File: config.mk
export PLATFORM = sky130hd
export DESIGN_NAME = event_ring_log_with_sent_flags_core
export DESIGN_NICKNAME = d
export VERILOG_FILES = /design/src/rtl/core/erl_pkg.sv /design/src/rtl/core/erl_ctrl.sv /design/src/rtl/core/erl_dpath.sv /design/src/rtl/core/event_ring_log_with_sent_flags_core.sv
export SDC_FILE = /design/constraint.sdc
export NUM_CORES = 2
export LEC_CHECK = 0
export BUFFER_PORTS_ARGS = -buffer_cell sky130_fd_sc_hd__buf_2
export CORE_MARGIN = 5
export CORE_UTILIZATION = 50
export DETAILED_ROUTE_END_ITERATION = 8
export MAX_ROUTING_LAYER = met4
export PLACE_DENSITY = 0.66
export SLEW_MARGIN = 10
export SYNTH_ARGS = -nofsm -noshare
export SYNTH_HDL_FRONTEND = slang
export SYNTH_SLANG_ARGS = --single-unit
File: constraint.sdc
create_clock -name aclk -period 9.9 [get_ports aclk]
set_input_delay 0.495 -clock aclk [delete_from_list [all_inputs] [get_ports aclk]]
set_output_delay 0.495 -clock aclk [all_outputs]
set_load 0.02 [all_outputs]
File: src/rtl/core/erl_pkg.sv
// Shared types and constants for the circular event log.
`default_nettype none

package erl_pkg;

    // Field widths of the request and result transactions.
    localparam int REQ_W   = 3;
    localparam int TIME_W  = 32;
    localparam int KIND_W  = 4;
    localparam int VALUE_W = 32;
    localparam int AGE_W   = 8;
    localparam int SLOT_W  = 4;
    localparam int COUNT_W = 5;

    // Request codes.
    localparam logic [REQ_W-1:0] REQ_LOG   = 3'd0;
    localparam logic [REQ_W-1:0] REQ_COUNT = 3'd1;
    localparam logic [REQ_W-1:0] REQ_READ  = 3'd2;
    localparam logic [REQ_W-1:0] REQ_FIND  = 3'd3;
    localparam logic [REQ_W-1:0] REQ_MARK  = 3'd4;

    // Entry contents after reset.
    localparam logic [KIND_W-1:0]         KIND_NONE   = '0;
    localparam logic [TIME_W-1:0]         TIME_RESET  = '0;
    localparam logic signed [VALUE_W-1:0] VALUE_RESET = -32'sd500;

    // Largest run length the count field can report.
    localparam logic [COUNT_W-1:0] COUNT_SAT = '1;

    // One stored log entry.
    typedef struct packed {
        logic [TIME_W-1:0]         etime;
        logic [KIND_W-1:0]         kind;
        logic signed [VALUE_W-1:0] value;
    } entry_t;

    // Commands from the controller to the datapath.
    typedef struct packed {
        logic accept;
        logic clear_step;
        logic do_log;
        logic do_mark;
        logic scan_step;
        logic age_mod;
        logic read_addr;
        logic read_data;
        logic load_out;
    } erl_cmd_t;

    // Status from the datapath to the controller.
    typedef struct packed {
        logic clear_last;
        logic scan_done;
        logic out_free;
    } erl_sts_t;

endpackage

`default_nettype wire

File: src/rtl/core/erl_ctrl.sv
// Controller state machine that sequences each request through the datapath.
`default_nettype none

module erl_ctrl
    import erl_pkg::*;
(
    input  wire logic             aclk,
    input  wire logic             aresetn,
    input  wire logic             s_valid,
    input  wire logic [REQ_W-1:0] s_req_type,
    output logic                  s_ready,
    output erl_cmd_t              cmd,
    input  wire erl_sts_t         sts
);

    typedef enum logic [3:0] {
        ST_CLEAR,
        ST_IDLE,
        ST_LOG,
        ST_MARK,
        ST_SCAN,
        ST_RMOD,
        ST_RADDR,
        ST_RDATA,
        ST_FINISH
    } state_t;

    state_t state_reg;
    state_t state_next;
    logic   s_ready_reg;

    assign s_ready = s_ready_reg;

    // Commands decode from the current state, with the accept and output-load strobes also gated by the handshakes.
    always_comb begin
        cmd            = '0;
        cmd.accept     = s_valid && s_ready_reg;
        cmd.clear_step = (state_reg == ST_CLEAR);
        cmd.do_log     = (state_reg == ST_LOG);
        cmd.do_mark    = (state_reg == ST_MARK);
        cmd.scan_step  = (state_reg == ST_SCAN);
        cmd.age_mod    = (state_reg == ST_RMOD);
        cmd.read_addr  = (state_reg == ST_RADDR);
        cmd.read_data  = (state_reg == ST_RDATA);
        cmd.load_out   = (state_reg == ST_FINISH) && sts.out_free;
    end

    // Next-state logic.
    always_comb begin
        state_next = state_reg;
        unique case (state_reg)
            ST_CLEAR: begin
                if (sts.clear_last) begin
                    state_next = ST_IDLE;
                end
            end
            ST_IDLE: begin
                if (s_valid && s_ready_reg) begin
                    unique case (s_req_type)
                        REQ_LOG:   state_next = ST_LOG;
                        REQ_COUNT: state_next = ST_SCAN;
                        REQ_READ:  state_next = ST_RMOD;
                        REQ_FIND:  state_next = ST_SCAN;
                        REQ_MARK:  state_next = ST_MARK;
                        default:   state_next = ST_FINISH;
                    endcase
                end
            end
            ST_LOG:   state_next = ST_FINISH;
            ST_MARK:  state_next = ST_FINISH;
            ST_SCAN: begin
                if (sts.scan_done) begin
                    state_next = ST_FINISH;
                end
            end
            ST_RMOD:  state_next = ST_RADDR;
            ST_RADDR: state_next = ST_RDATA;
            ST_RDATA: state_next = ST_FINISH;
            ST_FINISH: begin
                if (sts.out_free) begin
                    state_next = ST_IDLE;
                end
            end
            default:  state_next = ST_IDLE;
        endcase
    end

    // State and the registered ready output.
    always_ff @(posedge aclk) begin
        if (!aresetn) begin
            state_reg   <= ST_CLEAR;
            s_ready_reg <= 1'b0;
        end else begin
            state_reg   <= state_next;
            s_ready_reg <= (state_next == ST_IDLE);
        end
    end

endmodule

`default_nettype wire

File: src/rtl/core/erl_dpath.sv
// Datapath with the entry and sent-flag memories, scan logic and result registers.
`default_nettype none

module erl_dpath
    import erl_pkg::*;
#(
    parameter int LOG_DEPTH = 16
) (
    input  wire logic                         aclk,
    input  wire logic                         aresetn,
    input  wire logic [REQ_W-1:0]             s_req_type,
    input  wire logic [TIME_W-1:0]            s_event_time,
    input  wire logic [KIND_W-1:0]            s_event_kind,
    input  wire logic signed [VALUE_W-1:0]    s_event_value,
    input  wire logic [AGE_W-1:0]             s_age,
    input  wire logic [SLOT_W-1:0]            s_mark_slot,
    input  wire erl_cmd_t                     cmd,
    output erl_sts_t                          sts,
    output logic                              m_valid,
    input  wire logic                         m_ready,
    output logic                              m_found,
    output logic [SLOT_W-1:0]                 m_slot,
    output logic [COUNT_W-1:0]                m_entry_count,
    output logic [TIME_W-1:0]                 m_out_time,
    output logic [KIND_W-1:0]                 m_out_kind,
    output logic signed [VALUE_W-1:0]         m_out_value
);

    localparam int AW = $clog2(LOG_DEPTH);
    localparam int CW = $clog2(LOG_DEPTH + 1);
    localparam int MW = AW + AGE_W + 1;
    localparam int XW = AW + SLOT_W;
    localparam int EW = CW + COUNT_W;
    localparam logic [AW-1:0]   LAST_SLOT = AW'(LOG_DEPTH - 1);
    localparam logic [CW-1:0]   DEPTH_C   = CW'(LOG_DEPTH);
    localparam logic [CW-1:0]   LAST_C    = CW'(LOG_DEPTH - 1);
    localparam logic [AW+1:0]   DEPTH_S   = (AW + 2)'(LOG_DEPTH);
    localparam logic [XW-1:0]   DEPTH_X   = XW'(LOG_DEPTH);

    // Low bits of a slot index as reported in the result.
    function automatic logic [SLOT_W-1:0] low_slot(input logic [AW-1:0] s);
        logic [XW-1:0] ext;
        ext = XW'(s);
        return ext[SLOT_W-1:0];
    endfunction

    // Storage.
    entry_t data_mem [LOG_DEPTH];
    logic   sent_mem [LOG_DEPTH];
    entry_t rd_entry_reg;
    logic   rd_sent_reg;

    // Captured request.
    logic [REQ_W-1:0]          req_reg;
    logic [TIME_W-1:0]         time_reg;
    logic [KIND_W-1:0]         kind_reg;
    logic signed [VALUE_W-1:0] value_reg;
    logic [AGE_W-1:0]          age_reg;
    logic [SLOT_W-1:0]         mark_reg;

    // Control registers.
    logic [AW-1:0] newest_reg;
    logic [AW-1:0] clr_addr_reg;
    logic [AW-1:0] ptr_reg;
    logic [CW-1:0] iss_reg;
    logic [CW-1:0] chk_reg;
    logic          pipe_vld_reg;
    logic          m_valid_reg;

    // Working registers.
    logic [AW-1:0] pipe_slot_reg;
    logic [AW-1:0] agem_reg;

    // Result staging and output registers.
    logic                      res_found_reg;
    logic [SLOT_W-1:0]         res_slot_reg;
    logic [COUNT_W-1:0]        res_count_reg;
    logic [TIME_W-1:0]         res_time_reg;
    logic [KIND_W-1:0]         res_kind_reg;
    logic signed [VALUE_W-1:0] res_value_reg;
    logic                      m_found_reg;
    logic [SLOT_W-1:0]         m_slot_reg;
    logic [COUNT_W-1:0]        m_count_reg;
    logic [TIME_W-1:0]         m_time_reg;
    logic [KIND_W-1:0]         m_kind_reg;
    logic signed [VALUE_W-1:0] m_value_reg;

    // Combinational signals.
    logic [AW-1:0]   log_slot;
    logic [AW-1:0]   ptr_before;
    logic [MW-1:0]   rem;
    logic [MW-1:0]   div_step;
    logic [AW-1:0]   agem_next;
    logic [AW+1:0]   rsum;
    logic [AW-1:0]   read_slot;
    logic [AW-1:0]   rd_addr;
    logic [XW-1:0]   mark_ext;
    logic            mark_ok;
    logic            dwr_en;
    logic [AW-1:0]   dwr_addr;
    entry_t          dwr_entry;
    logic            fwr_en;
    logic [AW-1:0]   fwr_addr;
    logic            scan_issue;
    logic            scan_hit;
    logic            scan_full;
    logic [CW-1:0]   scan_count;
    logic [EW-1:0]   count_ext;
    logic [COUNT_W-1:0] count_sat;

    // Slot that a log request writes, and the slot before the scan pointer.
    assign log_slot   = (newest_reg == LAST_SLOT) ? '0 : newest_reg + AW'(1);
    assign ptr_before = (ptr_reg == '0) ? LAST_SLOT : ptr_reg - AW'(1);

    // Age reduced modulo the depth by restoring shift-and-subtract steps.
    always_comb begin
        rem      = MW'(age_reg);
        div_step = '0;
        for (int k = AGE_W - 1; k >= 0; k--) begin
            div_step = MW'(LOG_DEPTH) << k;
            if (rem >= div_step) begin
                rem = rem - div_step;
            end
        end
        agem_next = rem[AW-1:0];
    end

    // Slot that lies the reduced age before the newest one.
    always_comb begin
        rsum = {2'b00, newest_reg} + DEPTH_S - {2'b00, agem_reg};
        if (rsum >= DEPTH_S) begin
            rsum = rsum - DEPTH_S;
        end
        read_slot = rsum[AW-1:0];
    end

    // Mark requests beyond the depth are ignored.
    assign mark_ext = XW'(mark_reg);
    assign mark_ok  = (mark_ext < DEPTH_X);

    // Write ports of both memories.
    always_comb begin
        dwr_en    = cmd.clear_step || cmd.do_log;
        dwr_addr  = cmd.clear_step ? clr_addr_reg : log_slot;
        dwr_entry = cmd.clear_step ? entry_t'{TIME_RESET, KIND_NONE, VALUE_RESET}
                                   : entry_t'{time_reg, kind_reg, value_reg};
        fwr_en    = cmd.clear_step || cmd.do_log || (cmd.do_mark && mark_ok);
        priority if (cmd.clear_step) begin
            fwr_addr = clr_addr_reg;
        end else if (cmd.do_log) begin
            fwr_addr = log_slot;
        end else begin
            fwr_addr = mark_ext[AW-1:0];
        end
    end

    // Read address: the computed read slot or the scan pointer.
    assign rd_addr = cmd.read_addr ? read_slot : ptr_reg;

    // Memories with registered read data.
    always_ff @(posedge aclk) begin
        if (dwr_en) begin
            data_mem[dwr_addr] <= dwr_entry;
        end
        if (fwr_en) begin
            sent_mem[fwr_addr] <= !cmd.do_log;
        end
        rd_entry_reg <= data_mem[rd_addr];
        rd_sent_reg  <= sent_mem[rd_addr];
    end

    // Backward scan: one read issued and one entry checked each cycle.
    assign scan_issue = cmd.scan_step && (iss_reg < DEPTH_C);
    assign scan_hit   = pipe_vld_reg && ((req_reg == REQ_COUNT) ?
                        (rd_entry_reg.kind == KIND_NONE) : !rd_sent_reg);
    assign scan_full  = pipe_vld_reg && (chk_reg == LAST_C);
    assign scan_count = scan_hit ? chk_reg : DEPTH_C;
    assign count_ext  = EW'(scan_count);
    assign count_sat  = (count_ext > EW'(COUNT_SAT)) ? COUNT_SAT : count_ext[COUNT_W-1:0];

    // Status to the controller.
    always_comb begin
        sts            = '0;
        sts.clear_last = (clr_addr_reg == LAST_SLOT);
        sts.scan_done  = cmd.scan_step && (scan_hit || scan_full);
        sts.out_free   = !m_valid_reg || m_ready;
    end

    // Control registers: pointers, counters and the output valid flag.
    always_ff @(posedge aclk) begin
        if (!aresetn) begin
            newest_reg   <= '0;
            clr_addr_reg <= '0;
            ptr_reg      <= '0;
            iss_reg      <= '0;
            chk_reg      <= '0;
            pipe_vld_reg <= 1'b0;
            m_valid_reg  <= 1'b0;
        end else begin
            if (cmd.clear_step) begin
                clr_addr_reg <= clr_addr_reg + AW'(1);
            end
            if (cmd.do_log) begin
                newest_reg <= log_slot;
            end
            if (cmd.accept) begin
                ptr_reg      <= newest_reg;
                iss_reg      <= '0;
                chk_reg      <= '0;
                pipe_vld_reg <= 1'b0;
            end else if (cmd.scan_step) begin
                pipe_vld_reg <= scan_issue;
                if (scan_issue) begin
                    ptr_reg <= ptr_before;
                    iss_reg <= iss_reg + CW'(1);
                end
                if (pipe_vld_reg && !scan_hit) begin
                    chk_reg <= chk_reg + CW'(1);
                end
            end
            if (cmd.load_out) begin
                m_valid_reg <= 1'b1;
            end else if (m_ready) begin
                m_valid_reg <= 1'b0;
            end
        end
    end

    // Request capture and result computation.
    always_ff @(posedge aclk) begin
        if (cmd.accept) begin
            req_reg       <= s_req_type;
            time_reg      <= s_event_time;
            kind_reg      <= s_event_kind;
            value_reg     <= s_event_value;
            age_reg       <= s_age;
            mark_reg      <= s_mark_slot;
            res_found_reg <= 1'b0;
            res_slot_reg  <= '0;
            res_count_reg <= '0;
            res_time_reg  <= '0;
            res_kind_reg  <= '0;
            res_value_reg <= '0;
        end
        if (cmd.scan_step) begin
            pipe_slot_reg <= ptr_reg;
        end
        if (cmd.do_log) begin
            res_slot_reg <= low_slot(log_slot);
        end
        if (cmd.do_mark) begin
            res_slot_reg <= mark_reg;
        end
        if (sts.scan_done) begin
            if (req_reg == REQ_COUNT) begin
                res_count_reg <= count_sat;
            end else begin
                res_found_reg <= scan_hit;
                res_slot_reg  <= scan_hit ? low_slot(pipe_slot_reg) : '0;
            end
        end
        if (cmd.age_mod) begin
            agem_reg <= agem_next;
        end
        if (cmd.read_addr) begin
            res_slot_reg <= low_slot(read_slot);
        end
        if (cmd.read_data) begin
            res_time_reg  <= rd_entry_reg.etime;
            res_kind_reg  <= rd_entry_reg.kind;
            res_value_reg <= rd_entry_reg.value;
        end
    end

    // Output register loaded from the staged result.
    always_ff @(posedge aclk) begin
        if (cmd.load_out) begin
            m_found_reg <= res_found_reg;
            m_slot_reg  <= res_slot_reg;
            m_count_reg <= res_count_reg;
            m_time_reg  <= res_time_reg;
            m_kind_reg  <= res_kind_reg;
            m_value_reg <= res_value_reg;
        end
    end

    assign m_valid       = m_valid_reg;
    assign m_found       = m_found_reg;
    assign m_slot        = m_slot_reg;
    assign m_entry_count = m_count_reg;
    assign m_out_time    = m_time_reg;
    assign m_out_kind    = m_kind_reg;
    assign m_out_value   = m_value_reg;

endmodule

`default_nettype wire

File: src/rtl/core/event_ring_log_with_sent_flags_core.sv
// From acceptance to result, log and mark requests pass through their own state, a read
// through the age-reduction, address and data states, and an unknown code goes straight to
// the result; count and find scan the entry and flag memories backward one slot per cycle
// through their single read port. One transaction is in progress at a time; a new one is
// taken while a result waits. Reset is synchronous and active low; afterwards a clearing pass
// writes every entry empty and sent before the first transaction is accepted.
`default_nettype none

module event_ring_log_with_sent_flags_core
    import erl_pkg::*;
#(
    parameter int LOG_DEPTH = 16
) (
    input  wire logic                      aclk,
    input  wire logic                      aresetn,
    input  wire logic                      s_valid,
    output logic                           s_ready,
    input  wire logic [REQ_W-1:0]          s_req_type,
    input  wire logic [TIME_W-1:0]         s_event_time,
    input  wire logic [KIND_W-1:0]         s_event_kind,
    input  wire logic signed [VALUE_W-1:0] s_event_value,
    input  wire logic [AGE_W-1:0]          s_age,
    input  wire logic [SLOT_W-1:0]         s_mark_slot,
    output logic                           m_valid,
    input  wire logic                      m_ready,
    output logic                           m_found,
    output logic [SLOT_W-1:0]              m_slot,
    output logic [COUNT_W-1:0]             m_entry_count,
    output logic [TIME_W-1:0]              m_out_time,
    output logic [KIND_W-1:0]              m_out_kind,
    output logic signed [VALUE_W-1:0]      m_out_value
);

    erl_cmd_t cmd;
    erl_sts_t sts;

    // Request sequencing.
    erl_ctrl u_ctrl (
        .aclk       (aclk),
        .aresetn    (aresetn),
        .s_valid    (s_valid),
        .s_req_type (s_req_type),
        .s_ready    (s_ready),
        .cmd        (cmd),
        .sts        (sts)
    );

    // Storage, scan and result path.
    erl_dpath #(
        .LOG_DEPTH (LOG_DEPTH)
    ) u_dpath (
        .aclk          (aclk),
        .aresetn       (aresetn),
        .s_req_type    (s_req_type),
        .s_event_time  (s_event_time),
        .s_event_kind  (s_event_kind),
        .s_event_value (s_event_value),
        .s_age         (s_age),
        .s_mark_slot   (s_mark_slot),
        .cmd           (cmd),
        .sts           (sts),
        .m_valid       (m_valid),
        .m_ready       (m_ready),
        .m_found       (m_found),
        .m_slot        (m_slot),
        .m_entry_count (m_entry_count),
        .m_out_time    (m_out_time),
        .m_out_kind    (m_out_kind),
        .m_out_value   (m_out_value)
    );

    // An accepted transaction keeps the input closed in the next cycle.
    a_busy_after_accept: assert property (@(posedge aclk) disable iff (!aresetn)
        (s_valid && s_ready) |=> !s_ready)
        else $error("input still ready after a transaction was accepted");

    // The clearing pass never overlaps an open input.
    a_no_ready_in_clear: assert property (@(posedge aclk) disable iff (!aresetn)
        cmd.clear_step |-> !s_ready)
        else $error("input ready during the clearing pass");

    // A result appears only through a load of the output register.
    a_valid_from_load: assert property (@(posedge aclk) disable iff (!aresetn)
        $rose(m_valid) |-> $past(cmd.load_out))
        else $error("result valid without an output load");

    // A load always presents a result in the next cycle.
    a_load_gives_valid: assert property (@(posedge aclk) disable iff (!aresetn)
        cmd.load_out |=> m_valid)
        else $error("output load did not raise result valid");

endmodule

`default_nettype wire

==> qor.txt <==
setup TNS: 0 ns
CP Capture Type: flop
io pins: 167
initial DRC count: 3239
share of cells above drive strength 1: 12.2%
Pwr Density: 199 nW/um2
Post-DRT Antenna Nets: 0
Core ar.: 108000 um2
largest family of logic cells by synthesized area: simple AND/OR/NAND/NOR gates
commonest cells in the netlist: 1337 x edfxtp_1, 945 x nand2_1, 357 x nand3_1
grt ovf: 0
syn nets: 3886
flops & latches, synth: 1445
GRT Overall Usage: 22.7%
Crit path max-delay family: buffers and inverters
Post-Synth Simple-Gate Area: 13.1%
Setup CP Type: flop to flop
total routed wirelength: 129000 um
Tmin final: 4.54 ns
number of synthesized flops with an enable pin: 1337
largest net degree at the start of global routing: 191
Slew HR: 18.9%
CP required: 10.53 ns
Worst path slowest cell: dfxtp_1
Layout area overhead: 14.6%
min-delay worst type: input pin to flop
sequential share of the synthesized area: 77.8%
die area: 115000 um2
cts bufs inserted: 148
first-pass GRT wire length: 193000 um
Final Skew: 0.0219 ns
Crit path top cell by count: buf_4
Worst R2R End: u_dpath.rd_entry_reg[11]
Cells after Synth: 3788
CTS sink cnt: 1445
DP HPWL: 62800 um
min setup slack post-route: 5.36 ns
CTS clk-pin slew, worst paths: 0.06 ns
Root Buffer: clkbuf_16
input/output buffers: 162
synth warn: 0
Die W: 340 um
final hold violation count: 0
Reg2Reg Setup Slack: 5.36 ns
Cell Area, Synth: 54400 um2
Post-CTS Repair Setup Buffers: 0
CP endpoint: u_dpath.rd_entry_reg[11]
routability cong.: 0.775
startpoint type of the worst setup path: flop
Non-Filler Instances: 5568
asr flop ratio synth: 0%
crit-path max FO: 190
Data arrival, critical path: 5.17 ns
number of global-route vias before repair: 31100
DRC: 0
vias per std cell: 5.66
Final Max Slew Viols: 0
cell taking the most area after synthesis: edfxtp_1
unrepaired setup endpoints after global routing: false
area fraction in compound gates after synthesis: 4.43%
CTS tree: yes
Synth area leaders: edfxtp_1 74%, nand2_1 6.5%, dfxtp_1 4.0%, nand3_1 3.3%, mux2i_1 2.0%
syn_area_per_cell: 14.4 um2
Final Cycle Share: 45.9%
Crit. Startpoint: u_ctrl.state_reg[1]
worst slew pin tran: 1.22 ns
synth unique cells: 62
Max clock buf depth: 3
critical path depth in cells: 10
max_cap viols: 0
initial antenna violation count: 3
mux share of post-synthesis cell area: 2.16%
Nets: 4125
final setup fails: 0
overall die height: 340 um
reg2reg start: u_ctrl.state_reg[1]
worst path buffer plus inverter count: 4
Worst-Skew Late Latency: 0.74 ns
CTS-repair resized insts: 0
DP Cell Count: 5212
xor/xnor cell area share of the yosys netlist: 0.225%
Yosys top cell area share: 73.8%
Peak supply drop: 0.144 mV
Critical Path Max Stage Delay: 0.77 ns
std cell rows: 121
Reg2Reg Depth: 10
max FFs per register: 1088
wire per inst: 23.2 um
DRT Pass-1 Iters: 5
ys flop type: edfxtp_1
dpl ws: 5.45 ns
status: complete, no violations
Filler cells: 8349
via count: 31500
H-tree Lvls: 4
crit path cell chain: nor4bb_4 > buf_4 > mux2i_4 > buf_4 > buf_12 > nor2_4 > buf_4 > a32oi_1 > nand3_1 > o21ai_1
Initial Util: 50.2%
Lkg Pwr: 0.0209 uW
Synth Area in Adders: 0.267%
most frequent cell after synthesis: edfxtp_1
fmax: 220 MHz
worst min path at each step:
stage                                   from                endpoint  slack (ns)  depth (start not counted)
CTS                                  m_ready         u_dpath.m_valid        0.10                          3
global placement    u_dpath.res_value_reg[3]  u_dpath.m_out_value[3]        0.40                          0
global route                         m_ready         u_dpath.m_valid        0.13                          3
detailed placement  u_dpath.res_time_reg[22]  u_dpath.m_out_time[22]        0.40                          0
finish                               m_ready         u_dpath.m_valid        0.13                          3
floorplan                 u_dpath.age_reg[0]     u_dpath.agem_reg[0]        0.40                          0
worst reg2reg max path: cells and delay by family, from the launching register on:
| kind | cells | cell delay [ns] |
|---|---|---|
| muxes | 1 | 0.26 |
| AOI/OAI and AO/OA | 2 | 0.52 |
| buffers and inverters | 4 | 2.04 |
| and+or+nand+nor | 3 | 0.84 |
| DFF | 1 | 0.77 |
cell usage in the layout (no fill, tap or decap), types with 8 or more instances in the layout:
master	instances
nor2_1	80
dlygate4sd3_1	79
or2_2	26
a31oi_1	40
ha_1	10
nor2b_1	48
inv_1	12
and2_1	74
buf_2	162
clkinv_1	24
a21oi_1	90
bufinv_16	9
a32oi_1	101
buf_4	58
clkbuf_16	155
o21ai_1	32
clkbuf_1	40
nor2_4	24
clkbuf_8	13
nand3_1	356
a21boi_0	8
clkinv_2	23
edfxtp_1	1337
o21ai_0	17
nand2_1	944
o211ai_1	42
nand4_1	36
dfxtp_1	108
mux2i_1	107
report_power, final:
group          switching (uW)  leakage, uW  internal (uW)
clock                    2250      0.00236           3210
combinational             145      0.00566           73.9
sequential               27.7       0.0129           6700
total                    2420       0.0209           9980
final cells by class:
class                      instances  area (um2)  share of cell area (%)
antenna                            1        2.50                 0.00401
timing repair buffer             302        2100                    3.36
sequential                      1445       42300                    67.9
tap                             1414        1770                    2.84
clock inverter                    68         622                   0.998
inverter                          13        51.3                  0.0823
multi-input combinational       2117       11300                    18.1
clock buffer                     208        4210                    6.75
through the flow:
step	utilization (%)	instance area, um2	power [uW]	hold slack, ns
CTS	57.5	62300	12500	0.101
finish	57.5	62300	12400	0.129
detailed placement	52.3	56700	7050	0.405
global placement	52.3	56700	7040	0.401
global route	57.5	62300	12800	0.125
floorplan	-	54400	6950	0.400
timing repair:
| action | in CTS | in global routing |
|---|---|---|
| setup endpoints to repair | 0 | 0 |
| hold buffers | 79 | 0 |
| hold endpoints to repair | 79 | 0 |
metal layers:
metal  vias to the layer above  routed length [um]  global-route usage, %
met5                         -                   0                      -
met1                     15700               52700                   29.2
met4                         0                3540                   6.72
met3                       231                8680                   3.59
met2                      1166               64500                   38.0
li1                      14400                   -                      -
cells by family (layout without fill, tap and decap cells):
logic type / count (synthesis) / count (layout)
adder cells (fa/ha/maj): 11 / 11
AO/OA/AOI/OAI: 353 / 353
flip-flops: 1445 / 1445
AND/OR/NAND/NOR: 1624 / 1624
XOR/XNOR: 14 / 14
multiplexers: 115 / 115
buffers and inverters: 226 / 591
other: 0 / 1
(Power assumes the default switching activity.)
